`src/design/icfx_pkg.sv`:
```
// Shared types and constants for the ICMP checksum address fixup unit.
// No dependencies; imported by every module of the block.
`timescale 1ns / 1ps

package icfx_pkg;

  // Longest packet tracked; byte position saturates here.
  localparam int MAX_PACKET_BYTES = 65535;
  localparam int POS_W            = $clog2(MAX_PACKET_BYTES + 1);
  localparam logic [POS_W-1:0] MAX_POS = POS_W'(MAX_PACKET_BYTES);

  // Header field checks.
  localparam logic [3:0]  IP_VERSION_4   = 4'd4;
  localparam logic [3:0]  MIN_HDR_WORDS  = 4'd5;
  localparam logic [15:0] FRAG_LIMIT     = 16'h2000;
  localparam logic [15:0] SUM_GOOD       = 16'hFFFF;
  localparam logic [7:0]  PROTO_ICMP     = 8'd1;
  localparam logic [7:0]  ICMP_ECHO_REPLY = 8'd0;

  // Fixed header byte offsets.
  localparam logic [POS_W-1:0] POS_TLEN_HI = POS_W'(2);
  localparam logic [POS_W-1:0] POS_TLEN_LO = POS_W'(3);
  localparam logic [POS_W-1:0] POS_FRAG_HI = POS_W'(6);
  localparam logic [POS_W-1:0] POS_FRAG_LO = POS_W'(7);
  localparam logic [POS_W-1:0] POS_PROTO   = POS_W'(9);

  // Queue between front and back.
  localparam int QUEUE_DEPTH = 4;
  localparam int QPTR_W      = $clog2(QUEUE_DEPTH);
  localparam int QCNT_W      = $clog2(QUEUE_DEPTH + 1);
  localparam logic [QCNT_W-1:0] DEPTH_CNT = QCNT_W'(QUEUE_DEPTH);

  // One queued job: one output byte, or a pair (checksum bytes).
  typedef struct packed {
    logic        pair;     // two output bytes
    logic        rw;       // pair carries a rewritten checksum
    logic        last;     // end of packet on the final byte of the job
    logic [7:0]  byte_a;   // single byte, or first of a pair
    logic [7:0]  byte_b;   // second of a pair
    logic [31:0] sum;      // unfolded new checksum
  } entry_t;

endpackage

```
`src/design/icfx_if.sv`:
```
// Valid/ready stream channels for packet bytes in and result bytes out.
// Depends on nothing.
`timescale 1ns / 1ps

interface icfx_in_if;
  logic        valid;
  logic        ready;
  logic [7:0]  data_byte;
  logic [15:0] frame_length;
  logic        last_byte;

  modport source (output valid, data_byte, frame_length, last_byte, input ready);
  modport sink   (input valid, data_byte, frame_length, last_byte, output ready);
endinterface

interface icfx_out_if;
  logic       valid;
  logic       ready;
  logic [7:0] out_byte;
  logic       rewritten;
  logic       out_last;

  modport source (output valid, out_byte, rewritten, out_last, input ready);
  modport sink   (input valid, out_byte, rewritten, out_last, output ready);
endinterface

```
`src/design/icmp_checksum_address_fixup_unit.sv`:
```
// Top level of the ICMP checksum address fixup unit: config registers and wiring.
// Depends on icfx_pkg, icfx_if, icfx_queue, icfx_front and icfx_back.
//
//   channel   dir  handshake         payload
//   pkt       in   valid/ready       data_byte[7:0], frame_length[15:0], last_byte
//   res       out  valid/ready       out_byte[7:0], rewritten, out_last
//   apb       in   psel/penable      paddr[2:0], pwdata[31:0], prdata[31:0], pready=1
//
// Sustained rate is one byte per cycle in and out while neither side stalls.
// Front parses one byte per cycle unless the queue is full; the back shows one
// byte per cycle from its output register while res.ready allows, so a checksum
// pair (two bytes) follows a held byte that gave nothing. res.valid rises once
// the queue entry written at the accepting edge reaches the output register.
// The 4-entry queue lets input and output stall independently.
// Synchronous active-high reset clears all control state; no clearing pass.
`timescale 1ns / 1ps

module icmp_checksum_address_fixup_unit (
  input  logic        clk,
  input  logic        rst,
  icfx_in_if.sink     pkt,
  icfx_out_if.source  res,
  input  logic        psel,
  input  logic        penable,
  input  logic        pwrite,
  input  logic [2:0]  paddr,
  input  logic [31:0] pwdata,
  output logic [31:0] prdata,
  output logic        pready
);
  import icfx_pkg::*;

  localparam logic REG_INNER = 1'b0;
  localparam logic REG_OUTER = 1'b1;

  logic [31:0] inner_address;
  logic [31:0] outer_address;
  logic [31:0] addr_delta;     // 2*(inner halves) - 2*(outer halves), mod 2^32
  logic        cfg_wr;

  entry_t push_entry;
  entry_t head_entry;
  logic   push;
  logic   pop;
  logic   queue_full;
  logic   queue_empty;

  function automatic logic [31:0] calc_delta(input logic [31:0] inn,
                                             input logic [31:0] outr);
    logic [31:0] d;
    d = {16'b0, inn[31:16]} + {16'b0, inn[15:0]}
      - {16'b0, outr[31:16]} - {16'b0, outr[15:0]};
    return {d[30:0], 1'b0};
  endfunction

  assign pready = 1'b1;
  assign cfg_wr = psel && penable && pwrite && pready;

  // the delta is refreshed on every write so the data path needs one add
  always_ff @(posedge clk) begin
    if (rst) begin
      inner_address <= '0;
      outer_address <= '0;
      addr_delta    <= '0;
    end else if (cfg_wr) begin
      case (paddr[2])
        REG_INNER: begin
          inner_address <= pwdata;
          addr_delta    <= calc_delta(pwdata, outer_address);
        end
        REG_OUTER: begin
          outer_address <= pwdata;
          addr_delta    <= calc_delta(inner_address, pwdata);
        end
        default: begin
          addr_delta <= addr_delta;
        end
      endcase
    end
  end

  always_comb begin
    case (paddr[2])
      REG_INNER: prdata = inner_address;
      REG_OUTER: prdata = outer_address;
      default:   prdata = '0;
    endcase
  end

  icfx_front u_front (
    .clk        (clk),
    .rst        (rst),
    .pkt        (pkt),
    .addr_delta (addr_delta),
    .queue_full (queue_full),
    .push       (push),
    .push_entry (push_entry)
  );

  icfx_queue u_queue (
    .clk        (clk),
    .rst        (rst),
    .push       (push),
    .push_entry (push_entry),
    .full       (queue_full),
    .pop        (pop),
    .head_entry (head_entry),
    .empty      (queue_empty)
  );

  icfx_back u_back (
    .clk         (clk),
    .rst         (rst),
    .head_entry  (head_entry),
    .queue_empty (queue_empty),
    .pop         (pop),
    .res         (res)
  );

endmodule

```
`src/design/icfx_queue.sv`:
```
// Small job queue between the front (parser) and the back (emitter).
// Depends on icfx_pkg.
`timescale 1ns / 1ps

module icfx_queue (
  input  logic            clk,
  input  logic            rst,
  input  logic            push,
  input  icfx_pkg::entry_t push_entry,
  output logic            full,
  input  logic            pop,
  output icfx_pkg::entry_t head_entry,
  output logic            empty
);
  import icfx_pkg::*;

  entry_t              slots [QUEUE_DEPTH];
  logic [QPTR_W-1:0]   head_ptr;
  logic [QPTR_W-1:0]   tail_ptr;
  logic [QCNT_W-1:0]   count;

  function automatic logic [QPTR_W-1:0] ptr_inc(input logic [QPTR_W-1:0] ptr);
    if (ptr == QPTR_W'(QUEUE_DEPTH - 1)) return '0;
    return ptr + QPTR_W'(1);
  endfunction

  assign full       = (count == DEPTH_CNT);
  assign empty      = (count == '0);
  assign head_entry = slots[head_ptr];

  always_ff @(posedge clk) begin
    if (push) begin
      slots[tail_ptr] <= push_entry;
    end
  end

  always_ff @(posedge clk) begin
    if (rst) begin
      head_ptr <= '0;
      tail_ptr <= '0;
      count    <= '0;
    end else begin
      if (push) tail_ptr <= ptr_inc(tail_ptr);
      if (pop)  head_ptr <= ptr_inc(head_ptr);
      case ({push, pop})
        2'b10:   count <= count + QCNT_W'(1);
        2'b01:   count <= count - QCNT_W'(1);
        default: count <= count;
      endcase
    end
  end

`ifndef SYNTHESIS
  a_count_bound: assert property (@(posedge clk) disable iff (rst) count <= DEPTH_CNT)
    else $error("queue count above depth");
  a_no_pop_empty: assert property (@(posedge clk) disable iff (rst) empty |-> !pop)
    else $error("pop from empty queue");
  a_push_grows: assert property (@(posedge clk) disable iff (rst)
      (push && !pop) |=> count == $past(count) + QCNT_W'(1))
    else $error("push lost");
`endif

endmodule

```
`src/design/icfx_front.sv`:
```
// Front end: accepts packet bytes, tracks IPv4/ICMP header fields and queues jobs.
// Depends on icfx_pkg and icfx_if.
`timescale 1ns / 1ps

module icfx_front (
  input  logic             clk,
  input  logic             rst,
  icfx_in_if.sink          pkt,
  input  logic [31:0]      addr_delta,
  input  logic             queue_full,
  output logic             push,
  output icfx_pkg::entry_t push_entry
);
  import icfx_pkg::*;

  logic [POS_W-1:0] byte_position;
  logic [3:0]       header_words;
  logic             version_ok;
  logic [15:0]      fragment_word;
  logic [15:0]      total_length;
  logic [7:0]       protocol_byte;
  logic [15:0]      header_sum;
  logic [7:0]       high_byte_pending;
  logic [7:0]       msg_type_byte;

  logic             accept;
  logic             first_byte;
  logic [3:0]       hw_cur;
  logic [POS_W-1:0] hlen;
  logic             hdr_ok;
  logic             in_hdr;
  logic             at_hi;
  logic             at_lo;
  logic             csum_ok;
  logic [16:0]      sum_raw;
  logic [15:0]      sum_next;

  assign pkt.ready  = !queue_full;
  assign accept     = pkt.valid && !queue_full;
  assign first_byte = (byte_position == '0);
  assign hw_cur     = first_byte ? pkt.data_byte[3:0] : header_words;
  assign hlen       = POS_W'({hw_cur, 2'b00});
  assign hdr_ok     = (hw_cur >= MIN_HDR_WORDS);
  assign in_hdr     = (byte_position < hlen);
  assign at_hi      = hdr_ok && (byte_position == hlen + POS_W'(2));
  assign at_lo      = hdr_ok && (byte_position == hlen + POS_W'(3));

  // running ones'-complement header sum, big-endian word order
  always_comb begin
    if (byte_position[0]) sum_raw = {1'b0, header_sum} + {9'b0, pkt.data_byte};
    else                  sum_raw = {1'b0, header_sum} + {1'b0, pkt.data_byte, 8'b0};
    sum_next = sum_raw[15:0] + {15'b0, sum_raw[16]};
  end

  assign csum_ok = version_ok && (fragment_word < FRAG_LIMIT) &&
                   (pkt.frame_length >= total_length) &&
                   (pkt.frame_length >= 16'(hlen)) &&
                   (header_sum == SUM_GOOD) && (protocol_byte == PROTO_ICMP) &&
                   (msg_type_byte != ICMP_ECHO_REPLY);

  // held checksum high byte emits nothing unless it ends the packet
  assign push = accept && !(at_hi && !pkt.last_byte);

  always_comb begin
    push_entry.pair   = at_lo;
    push_entry.rw     = at_lo && csum_ok;
    push_entry.last   = pkt.last_byte;
    push_entry.byte_a = at_lo ? high_byte_pending : pkt.data_byte;
    push_entry.byte_b = pkt.data_byte;
    push_entry.sum    = {16'b0, high_byte_pending, pkt.data_byte} + addr_delta;
  end

  always_ff @(posedge clk) begin
    if (rst) begin
      byte_position     <= '0;
      header_words      <= '0;
      version_ok        <= 1'b0;
      fragment_word     <= '0;
      total_length      <= '0;
      protocol_byte     <= '0;
      header_sum        <= '0;
      high_byte_pending <= '0;
      msg_type_byte     <= '0;
    end else if (accept) begin
      if (pkt.last_byte) begin
        byte_position     <= '0;
        header_words      <= '0;
        version_ok        <= 1'b0;
        fragment_word     <= '0;
        total_length      <= '0;
        protocol_byte     <= '0;
        header_sum        <= '0;
        high_byte_pending <= '0;
        msg_type_byte     <= '0;
      end else begin
        if (first_byte) begin
          version_ok   <= (pkt.data_byte[7:4] == IP_VERSION_4);
          header_words <= pkt.data_byte[3:0];
        end
        if (in_hdr) header_sum <= sum_next;
        if (byte_position == POS_TLEN_HI) total_length[15:8]  <= pkt.data_byte;
        if (byte_position == POS_TLEN_LO) total_length[7:0]   <= pkt.data_byte;
        if (byte_position == POS_FRAG_HI) fragment_word[15:8] <= pkt.data_byte;
        if (byte_position == POS_FRAG_LO) fragment_word[7:0]  <= pkt.data_byte;
        if (byte_position == POS_PROTO)   protocol_byte       <= pkt.data_byte;
        if (hdr_ok && byte_position == hlen) msg_type_byte <= pkt.data_byte;
        if (at_hi) high_byte_pending <= pkt.data_byte;
        if (byte_position != MAX_POS) byte_position <= byte_position + POS_W'(1);
      end
    end
  end

endmodule

```
`src/design/icfx_back.sv`:
```
// Back end: pops queued jobs, folds the new checksum, drives the output register.
// Depends on icfx_pkg and icfx_if.
`timescale 1ns / 1ps

module icfx_back (
  input  logic             clk,
  input  logic             rst,
  input  icfx_pkg::entry_t head_entry,
  input  logic             queue_empty,
  output logic             pop,
  icfx_out_if.source       res
);
  import icfx_pkg::*;

  logic        out_valid;
  logic [7:0]  out_byte;
  logic        out_rw;
  logic        out_last;
  logic        phase;        // second byte of a pair still owed
  logic [7:0]  saved_byte;
  logic        saved_rw;
  logic        saved_last;

  logic        load;
  logic [31:0] fold1;
  logic [31:0] fold2;
  logic [7:0]  first_b;
  logic [7:0]  second_b;

  // upper half taken as signed
  function automatic logic [31:0] fold_signed(input logic [31:0] s);
    return {16'b0, s[15:0]} + {{16{s[31]}}, s[31:16]};
  endfunction

  assign fold1    = fold_signed(head_entry.sum);
  assign fold2    = fold_signed(fold1);
  assign first_b  = head_entry.rw ? fold2[15:8] : head_entry.byte_a;
  assign second_b = head_entry.rw ? fold2[7:0]  : head_entry.byte_b;

  assign load = !out_valid || res.ready;
  assign pop  = load && !phase && !queue_empty;

  assign res.valid     = out_valid;
  assign res.out_byte  = out_byte;
  assign res.rewritten = out_rw;
  assign res.out_last  = out_last;

  always_ff @(posedge clk) begin
    if (rst) begin
      out_valid <= 1'b0;
      phase     <= 1'b0;
    end else if (load) begin
      if (phase) begin
        out_valid <= 1'b1;
        phase     <= 1'b0;
      end else begin
        out_valid <= !queue_empty;
        phase     <= !queue_empty && head_entry.pair;
      end
    end
  end

  always_ff @(posedge clk) begin
    if (load) begin
      if (phase) begin
        out_byte <= saved_byte;
        out_rw   <= saved_rw;
        out_last <= saved_last;
      end else if (!queue_empty) begin
        if (head_entry.pair) begin
          out_byte   <= first_b;
          out_rw     <= head_entry.rw;
          out_last   <= 1'b0;
          saved_byte <= second_b;
          saved_rw   <= head_entry.rw;
          saved_last <= head_entry.last;
        end else begin
          out_byte <= head_entry.byte_a;
          out_rw   <= 1'b0;
          out_last <= head_entry.last;
        end
      end
    end
  end

`ifndef SYNTHESIS
  a_phase_valid: assert property (@(posedge clk) disable iff (rst) phase |-> out_valid)
    else $error("pair second byte owed without first shown");
  a_pair_phase: assert property (@(posedge clk) disable iff (rst)
      (pop && head_entry.pair) |=> phase && !out_last)
    else $error("pair pop did not arm second byte");
  a_no_pop_in_pair: assert property (@(posedge clk) disable iff (rst) phase |-> !pop)
    else $error("queue popped while pair in flight");
`endif

endmodule
```
`src/flat_wrapper.sv`:
```
// flat-port wrapper written by rule: the top's interface ports become plain ports
module icmp_checksum_address_fixup_unit_flat import icfx_pkg::*;
  (clk, rst, psel, penable, pwrite, paddr, pwdata, prdata, pready, pkt_valid, pkt_data_byte, pkt_frame_length, pkt_last_byte, pkt_ready, res_valid, res_out_byte, res_rewritten, res_out_last, res_ready);
  icfx_in_if pkt_i ();
  icfx_out_if res_i ();
  input  logic clk;
  input  logic rst;
  input  logic psel;
  input  logic penable;
  input  logic pwrite;
  input  logic [2:0] paddr;
  input  logic [31:0] pwdata;
  output logic [31:0] prdata;
  output logic pready;
  input wire logic [$bits(pkt_i.valid)-1:0] pkt_valid;
  input wire logic [$bits(pkt_i.data_byte)-1:0] pkt_data_byte;
  input wire logic [$bits(pkt_i.frame_length)-1:0] pkt_frame_length;
  input wire logic [$bits(pkt_i.last_byte)-1:0] pkt_last_byte;
  output wire logic [$bits(pkt_i.ready)-1:0] pkt_ready;
  output wire logic [$bits(res_i.valid)-1:0] res_valid;
  output wire logic [$bits(res_i.out_byte)-1:0] res_out_byte;
  output wire logic [$bits(res_i.rewritten)-1:0] res_rewritten;
  output wire logic [$bits(res_i.out_last)-1:0] res_out_last;
  input wire logic [$bits(res_i.ready)-1:0] res_ready;
  assign pkt_i.valid = pkt_valid;
  assign pkt_i.data_byte = pkt_data_byte;
  assign pkt_i.frame_length = pkt_frame_length;
  assign pkt_i.last_byte = pkt_last_byte;
  assign pkt_ready = pkt_i.ready;
  assign res_valid = res_i.valid;
  assign res_out_byte = res_i.out_byte;
  assign res_rewritten = res_i.rewritten;
  assign res_out_last = res_i.out_last;
  assign res_i.ready = res_ready;
  icmp_checksum_address_fixup_unit u_core (.clk(clk), .rst(rst), .pkt(pkt_i), .res(res_i), .psel(psel), .penable(penable), .pwrite(pwrite), .paddr(paddr), .pwdata(pwdata), .prdata(prdata), .pready(pready));
endmodule
```
`config.mk`:
```
export PLATFORM = sky130hd
export DESIGN_NAME = icmp_checksum_address_fixup_unit_flat
export DESIGN_NICKNAME = d
export VERILOG_FILES = /design/src/design/icfx_pkg.sv /design/src/design/icfx_if.sv /design/src/design/icmp_checksum_address_fixup_unit.sv /design/src/design/icfx_queue.sv /design/src/design/icfx_front.sv /design/src/design/icfx_back.sv /design/src/flat_wrapper.sv
export SDC_FILE = /design/constraint.sdc
export NUM_CORES = 1
export LEC_CHECK = 0
export ABC_AREA = 1
export BUFFER_PORTS_ARGS = -buffer_cell sky130_fd_sc_hd__buf_4
export CAP_MARGIN = 20
export CORE_ASPECT_RATIO = 0.9
export CORE_MARGIN = 3
export CORE_UTILIZATION = 35
export DETAILED_ROUTE_END_ITERATION = 8
export PLACE_DENSITY = 0.51
export SLEW_MARGIN = 20
export SYNTH_ARGS = -nofsm -noshare
export SYNTH_HDL_FRONTEND = slang
export SYNTH_SLANG_ARGS = --single-unit
export TNS_END_PERCENT = 30
```
`constraint.sdc`:
```
create_clock -name clk -period 12.4 [get_ports clk]
set_input_delay 1.24 -clock clk [delete_from_list [all_inputs] [get_ports clk]]
set_output_delay 1.24 -clock clk [all_outputs]
set_load 0.03 [all_outputs]
```
After elaboration in Yosys (flattened, before gate mapping):

Memory sizes are Yosys's and may differ from the RTL's. A register that Yosys moved wholly into a read port is not among the register bits.
Index checks and enable logic that the tools add are counted.

* bitwise logic cells: 3
* reduce and logical (&&, ||, !) cells: 53
* shifts and indexed selects: 0
* muxes and demuxes: 52
* equal/unequal tests: 18
* divide/modulo/power cells: 0
* magnitude comparators: 5
* $add $sub $neg: 19
* multiply operators: 0

Operator list (count)
* 2-to-1 mux 8 bit: 16
* one-hot mux 32 bit (2 select lines): 2
* subtractor 31 x 16 -> 31 bit: 4
* 2-to-1 mux 16 bit: 6
* adder 16 x 16 -> 17 bit: 3
* adder 16 x 32 -> 32 bit: 1
* equality test 16 x 2 -> 1 bit (second input constant): 2
* equality test 16 x 3 -> 1 bit (second input constant): 2
* equality test 16 x 7 -> 1 bit: 2
* AND reduction 2 bit: 13
* nonzero test 2 bit: 11
* adder 17 x 16 -> 18 bit: 1
* logical AND 1 bit: 18
* 2-to-1 mux 1 bit: 18
* adder 16 x 8 -> 17 bit: 1
* 2-to-1 mux 17 bit: 1
* adder 16 x 1 -> 16 bit: 1
* adder 16 x 1 -> 16 bit (second input constant): 1
* adder 16 x 2 -> 16 bit: 1
* equality test 16 bit (second input constant): 1
* equality test 16 x 4 -> 1 bit (second input constant): 1
* equality test 16 x 6 -> 1 bit: 1
* >= comparator 16 bit: 1
* >= comparator 16 x 6 -> 1 bit: 1
* 24 further kinds: 41

* bits in read-only memories: 0
* output and inout port bits: 45
* bits in writable memories: 204
* logic and storage cells: 176
* bits of input ports: 67
* bits in latches: 0
* flip-flop bits (word level): 218
* memories: 1

Memories
* u_core.u_queue.slots: depth 4, width 51, read ports 1, clocked after memory_dff 1, write ports 1, RTL line icfx_queue.sv:17 `entry_t slots [QUEUE_DEPTH];`

Longest topological paths before layout:

* depth in word-level cells: 11
* mapped depth: 31
* depth with buffers taken out: 28

By module:

A second synthesis with hierarchy kept.

* cell total of the unflattened synthesis: 3221
* area total of the unflattened synthesis: 25464.4 um2

Modules (own cells, without submodules)
* icfx_queue: area each 8064.0 um2, cells each 553, instances 1, sequential area each 6306.0 um2
* icmp_checksum_address_fixup_unit: area each 7467.2 um2, cells each 1104, instances 1, sequential area each 1661.6 um2
* icfx_front: area each 6866.6 um2, cells each 1082, instances 1, sequential area each 1601.5 um2
* icfx_back: area each 3066.7 um2, cells each 482, instances 1, sequential area each 640.6 um2

Worst setup path after synthesis:

No wires, ideal clock.

* path kind: reg2reg
* start point: register u_core.u_front.byte_position[0]
* end point: memory u_core.u_queue.slots[0][10] (netlist bit) (enable)
* required time: 11942 ps
* path slack: 7421 ps
* data arrival time: 4522 ps
* stages on the path, launching flop included: 17
* clock period less this slack: 4979 ps
* buffers on the path: 3
* setup time: 458 ps
* path through: dfxtp_1 > buf_4 > inv_1 > buf_4 > clkbuf_1 > ha_1 > nand3_2 > nor2_4 > inv_2 > o21ai_1 > inv_1 > ha_1 > nand3_1 > nor3_1 > nand2_2 > o21ai_4 > nor2_1

* cells in the longest elaborated chain, start to end: 10
* elaborated cells on any way between the ends: 11
* those cells by class: 1 x add/sub; 1 x order compare; 1 x eq/ne; 3 x mux; 5 x reduce/logical

RTL lines
* start: declaration: RTL line icfx_front.sv:16 `logic [POS_W-1:0] byte_position;`
* start signal: assignment: RTL line icfx_front.sv:108 `if (byte_position != MAX_POS) byte_position <= byte_position + POS_W'(1);`
* logical NOT 16 bit: RTL line icfx_front.sv:40 `assign first_byte = (byte_position == '0);`
* 2-to-1 mux 4 bit: RTL line icfx_front.sv:41 `assign hw_cur = first_byte ? pkt.data_byte[3:0] : header_words;`
* adder 6 x 2 -> 7 bit: RTL line icfx_front.sv:45 `assign at_hi = hdr_ok && (byte_position == hlen + POS_W'(2));`
* equality test 16 x 7 -> 1 bit: RTL line icfx_front.sv:45
* logical AND 1 bit *: RTL line icfx_front.sv:45
* logical AND 1 bit *: RTL line icfx_front.sv:62 `assign push = accept && !(at_hi && !pkt.last_byte);`
* logical NOT 1 bit *: RTL line icfx_front.sv:62
* logical AND 1 bit *: RTL line icfx_front.sv:62
* 2-to-1 mux 1 bit *: RTL line icfx_queue.sv:32 `if (push) begin`
* 2-to-1 mux 1 bit (not written as such) *: RTL line icfx_queue.sv:33 `slots[tail_ptr] <= push_entry;`
* end: declaration: RTL line icfx_queue.sv:17

Every way passes the cells marked *; elsewhere a longest branch is shown, timed or not.

==> results.md <==
- Status: completed
- Final hold vios: 0
- Commonest cells post-synth: 596 x nand2_1, 385 x inv_1, 289 x o21ai_0
- Slew @ Worst Pin: 0.873 ns
- Unrepaired setup endpoints after global routing: no
- Max clock buf depth: 3
- WL final: around 66,000 µm
- Critical path required time: about 13 ns
- Flops & latches, synth: 406
- Row Count: 91
- Crit-path slowest cell: buf_4
- Total negative slack: 0 ns
- Vias in the first global route: 19.6k
- All-layer global routing usage: 0.178
- Logic pwr share: 0.507
- Initial Utilization: 0.356
- Drt wl/cell: ~16 µm
- Clock Tree Root: clkbuf_16
- Area delta synth->final: 13.0%
- H-tree level count: 2
- TritonCTS Buffers: 47
- Setup bufs post-CTS: 0
- Residual DRC count: 0
- Pins Over Slew Limit: 0
- Vias: 20.0k
- Max Cap Viol: 0
- Pint: 3.43 mW
- Clock skew: between 0.02 and 0.025 ns
- Primary FF master, synth: edfxtp_1
- Tmin final: 5.67 ns
- Area of the die: 73,400 µm²
- PwrDens: 222 nW/µm²
- Largest area contributor in the netlist: edfxtp_1
- R2R Setup Slk: roughly 6.7 ns
- Share of cells above drive strength 1: 0.0855
- Die width: 285 µm
- Synth Instances: 3,002
- Most frequent CP cell: nand2_1
- Initial antenna violation count: 2
- Slowest cell delay on critical path: approximately 0.72 ns
- Cell area after synthesis: 24,600 µm²
- Worst setup path class: reg2reg
- Area after DPL: 26,300 µm²
- Fmax: ~0.18 GHz
- Largest cells by area after synthesis: edfxtp_1 27%, dfxtp_1 15%, nand2_1 9.1%
- GRT overflow: 0
- Port Buf Inserts: 108
- Core Box Area: between 60,000 and 70,000 µm²
- First-pass GRT wire length: 106,000 µm
- Startpoint types: flip-flop
- Worst Path Arrival: 6.01 ns
- EDFF count, synth: 220
- R2R cell count: 27
- Top cell type's share of synthesized area: 0.269
- Routability cong.: just under 0.9
- Setup violators final: 0
- Leakage: 12.1 nW
- Seq/Total Area, Yosys: 0.420
- Final nets: ~3.4k
- Yosys cell types: 66
- Crit Reg-Reg Endpoint: u_core.u_back.res.out_byte[4]$_DFFE_PP_
- Mean number of vias per cell: 4.96
- Worst skew pair latency: between 0.5 and 0.6 ns
- Worst Hold Class: reg2reg
- Reg power frac: 0.275
- CP endpoint kind: flip-flop
- DR pass1 iterations: 7
- Largest net degree at the start of global routing: 81
- Clock group share of total power: 0.217
- Sw Share: 0.443
- Starting DRC count in detailed routing: 1,185
- Final core utilization: 0.403
- Syn nets: around 3.3k
- Hpwl dp: 46,900 µm
- CTS tree: yes
- Synth warn: 0
- Highest fanout seen on the critical path: roughly 80
- Post-route cell area: 27,800 µm²
- Slew headroom: 0.416
- DIE HEIGHT: 257 µm
- Final cycle utilization of the critical path: 0.457
- Cts hold-fix bufs: 0
- Cell with the most instances after synthesis: nand2_1
- NetSw: about 2.7 mW
- Clock transition at path regs: 0.06 ns
- Peak VDD IR: between 0.00015 and 0.0002 V
- Post-route ant nets: 0
- I/O Pins: 112
- Critical Path End: u_core.u_back.res.out_byte[4]$_DFFE_PP_
- Post-Syn Area per Cell: 8.19 µm²
- Clock net sink count: 406
- Fill cells: 6,981
- CTS resizes: 0
- Async SR Flop Fraction: 0
==> state kept, by name, indices dropped and copies added (netlist names), 3 cells and up, named ones only <==
register,count
u_core.u_front.header_sum,16
u_core.inner_address,32
u_core.u_front.high_byte_pending,8
u_core.u_front.byte_position,16
u_core.u_front.total_length,16
u_core.u_queue.count,3
u_core.u_back.res.out_byte,8
u_core.u_front.header_words,4
u_core.u_front.fragment_word,3
u_core.outer_address,32
u_core.u_front.protocol_byte,8
u_core.u_queue.slots,200
u_core.addr_delta,31
u_core.u_back.saved_byte,8
u_core.u_front.msg_type_byte,8
==> cells in the final DEF, fill, tap and decap left out, drive strengths merged, types with 8 or more instances in the layout <==
master	n
a311oi	8
clkinv	15
inv	394
nor4	9
xor2	62
nand2	614
o211ai	11
a21boi	8
buf	126
o22ai	45
nand3b	12
xnor2	34
clkbuf	66
o21ai	310
ha	172
nor2	239
o21bai	8
nor3	28
nand4	23
nand3	152
edfxtp	220
fa	40
a21oi	273
a31oi	8
dfxtp	186
==> through the flow <==
stage          total power, mW  setup WS, ns  cells  hold WS (ns)
2_1_floorplan             4.05          7.42   3002         0.429
3_3_place_gp              4.82          6.52   3957         0.448
3_5_place_dp              4.86          6.54   3957         0.456
4_1_cts                   6.22          6.57   4041         0.464
5_1_grt                   6.76          6.14   4041         0.481
6_report                  6.16          6.73   4042         0.461
==> per-layer routing <==
metal / GRT usage / vias up / wire, µm
met2: 0.291 / 419 / 29500
met5: 0 / - / 0
met1: 0.249 / 9323 / 31900
li1: - / 10214 / -
met3: 0.0225 / 78 / 3030
met4: 0.0429 / 0 / 1250
==> worst min path at each step <==
| stage | depth (start not counted) | start | end |
|---|---|---|---|
| after floorplan | 2 | u_core.u_front.fragment_word[14]$_SDFFE_PP0P_ | u_core.u_front.fragment_word[14]$_SDFFE_PP0P_ |
| after global placement | 2 | u_core.u_front.fragment_word[14]$_SDFFE_PP0P_ | u_core.u_front.fragment_word[14]$_SDFFE_PP0P_ |
| after detailed placement | 2 | u_core.u_front.total_length[9]$_SDFFE_PP0P_ | u_core.u_front.total_length[9]$_SDFFE_PP0P_ |
| after CTS | 2 | u_core.u_front.total_length[9]$_SDFFE_PP0P_ | u_core.u_front.total_length[9]$_SDFFE_PP0P_ |
| after global routing | 2 | u_core.u_front.total_length[4]$_SDFFE_PP0P_ | u_core.u_front.total_length[4]$_SDFFE_PP0P_ |
| final | 2 | u_core.u_front.total_length[9]$_SDFFE_PP0P_ | u_core.u_front.total_length[9]$_SDFFE_PP0P_ |
==> power groups by stage <==
stage,Combinational (mW),Sequential (mW),Clock [mW]
2_1_floorplan,2.30,1.75,0
3_3_place_gp,3.10,1.72,0
3_5_place_dp,3.13,1.72,0
4_1_cts,3.14,1.70,1.38
5_1_grt,3.61,1.71,1.44
6_report,3.12,1.70,1.34
==> cell families (layout without fill, tap and decap cells) <==
logic type / after synthesis / after routing / share of synthesized area
AND/OR/NAND/NOR: 1091 / 1091 / 0.189
buffers and inverters: 496 / 605 / 0.0786
flip-flops: 406 / 406 / 0.420
AO/OA/AOI/OAI: 700 / 700 / 0.157
other: 1 / 2 / 0.000153
XOR/XNOR: 96 / 96 / 0.0342
adder cells (fa/ha/maj): 212 / 212 / 0.120
==> layout make-up <==
type                    count  area [µm²]  area share
clock inverters            18         180     0.00649
diodes                      1        2.50   0.0000901
flip-flops and latches    406       10300       0.372
repair buffers            126         946      0.0341
well taps                 930        1160      0.0419
multi-input cells        2100       12400       0.445
clock buffers              66        1310      0.0471
inverters                 395        1480      0.0534
==> worst max-delay path: cells and delay by family, from the launching register on <==
| kind | cells | cell delay (ns) |
|---|---|---|
| buffers and inverters | 6 | 1.54 |
| AND/OR/NAND/NOR | 13 | 1.33 |
| flip-flops | 1 | 0.31 |
| AO/OA/AOI/OAI | 4 | 0.92 |
| adder cells (fa/ha/maj) | 3 | 1.03 |
| XOR/XNOR | 1 | 0.24 |
No activity file was read; power rests on OpenSTA's default activity.
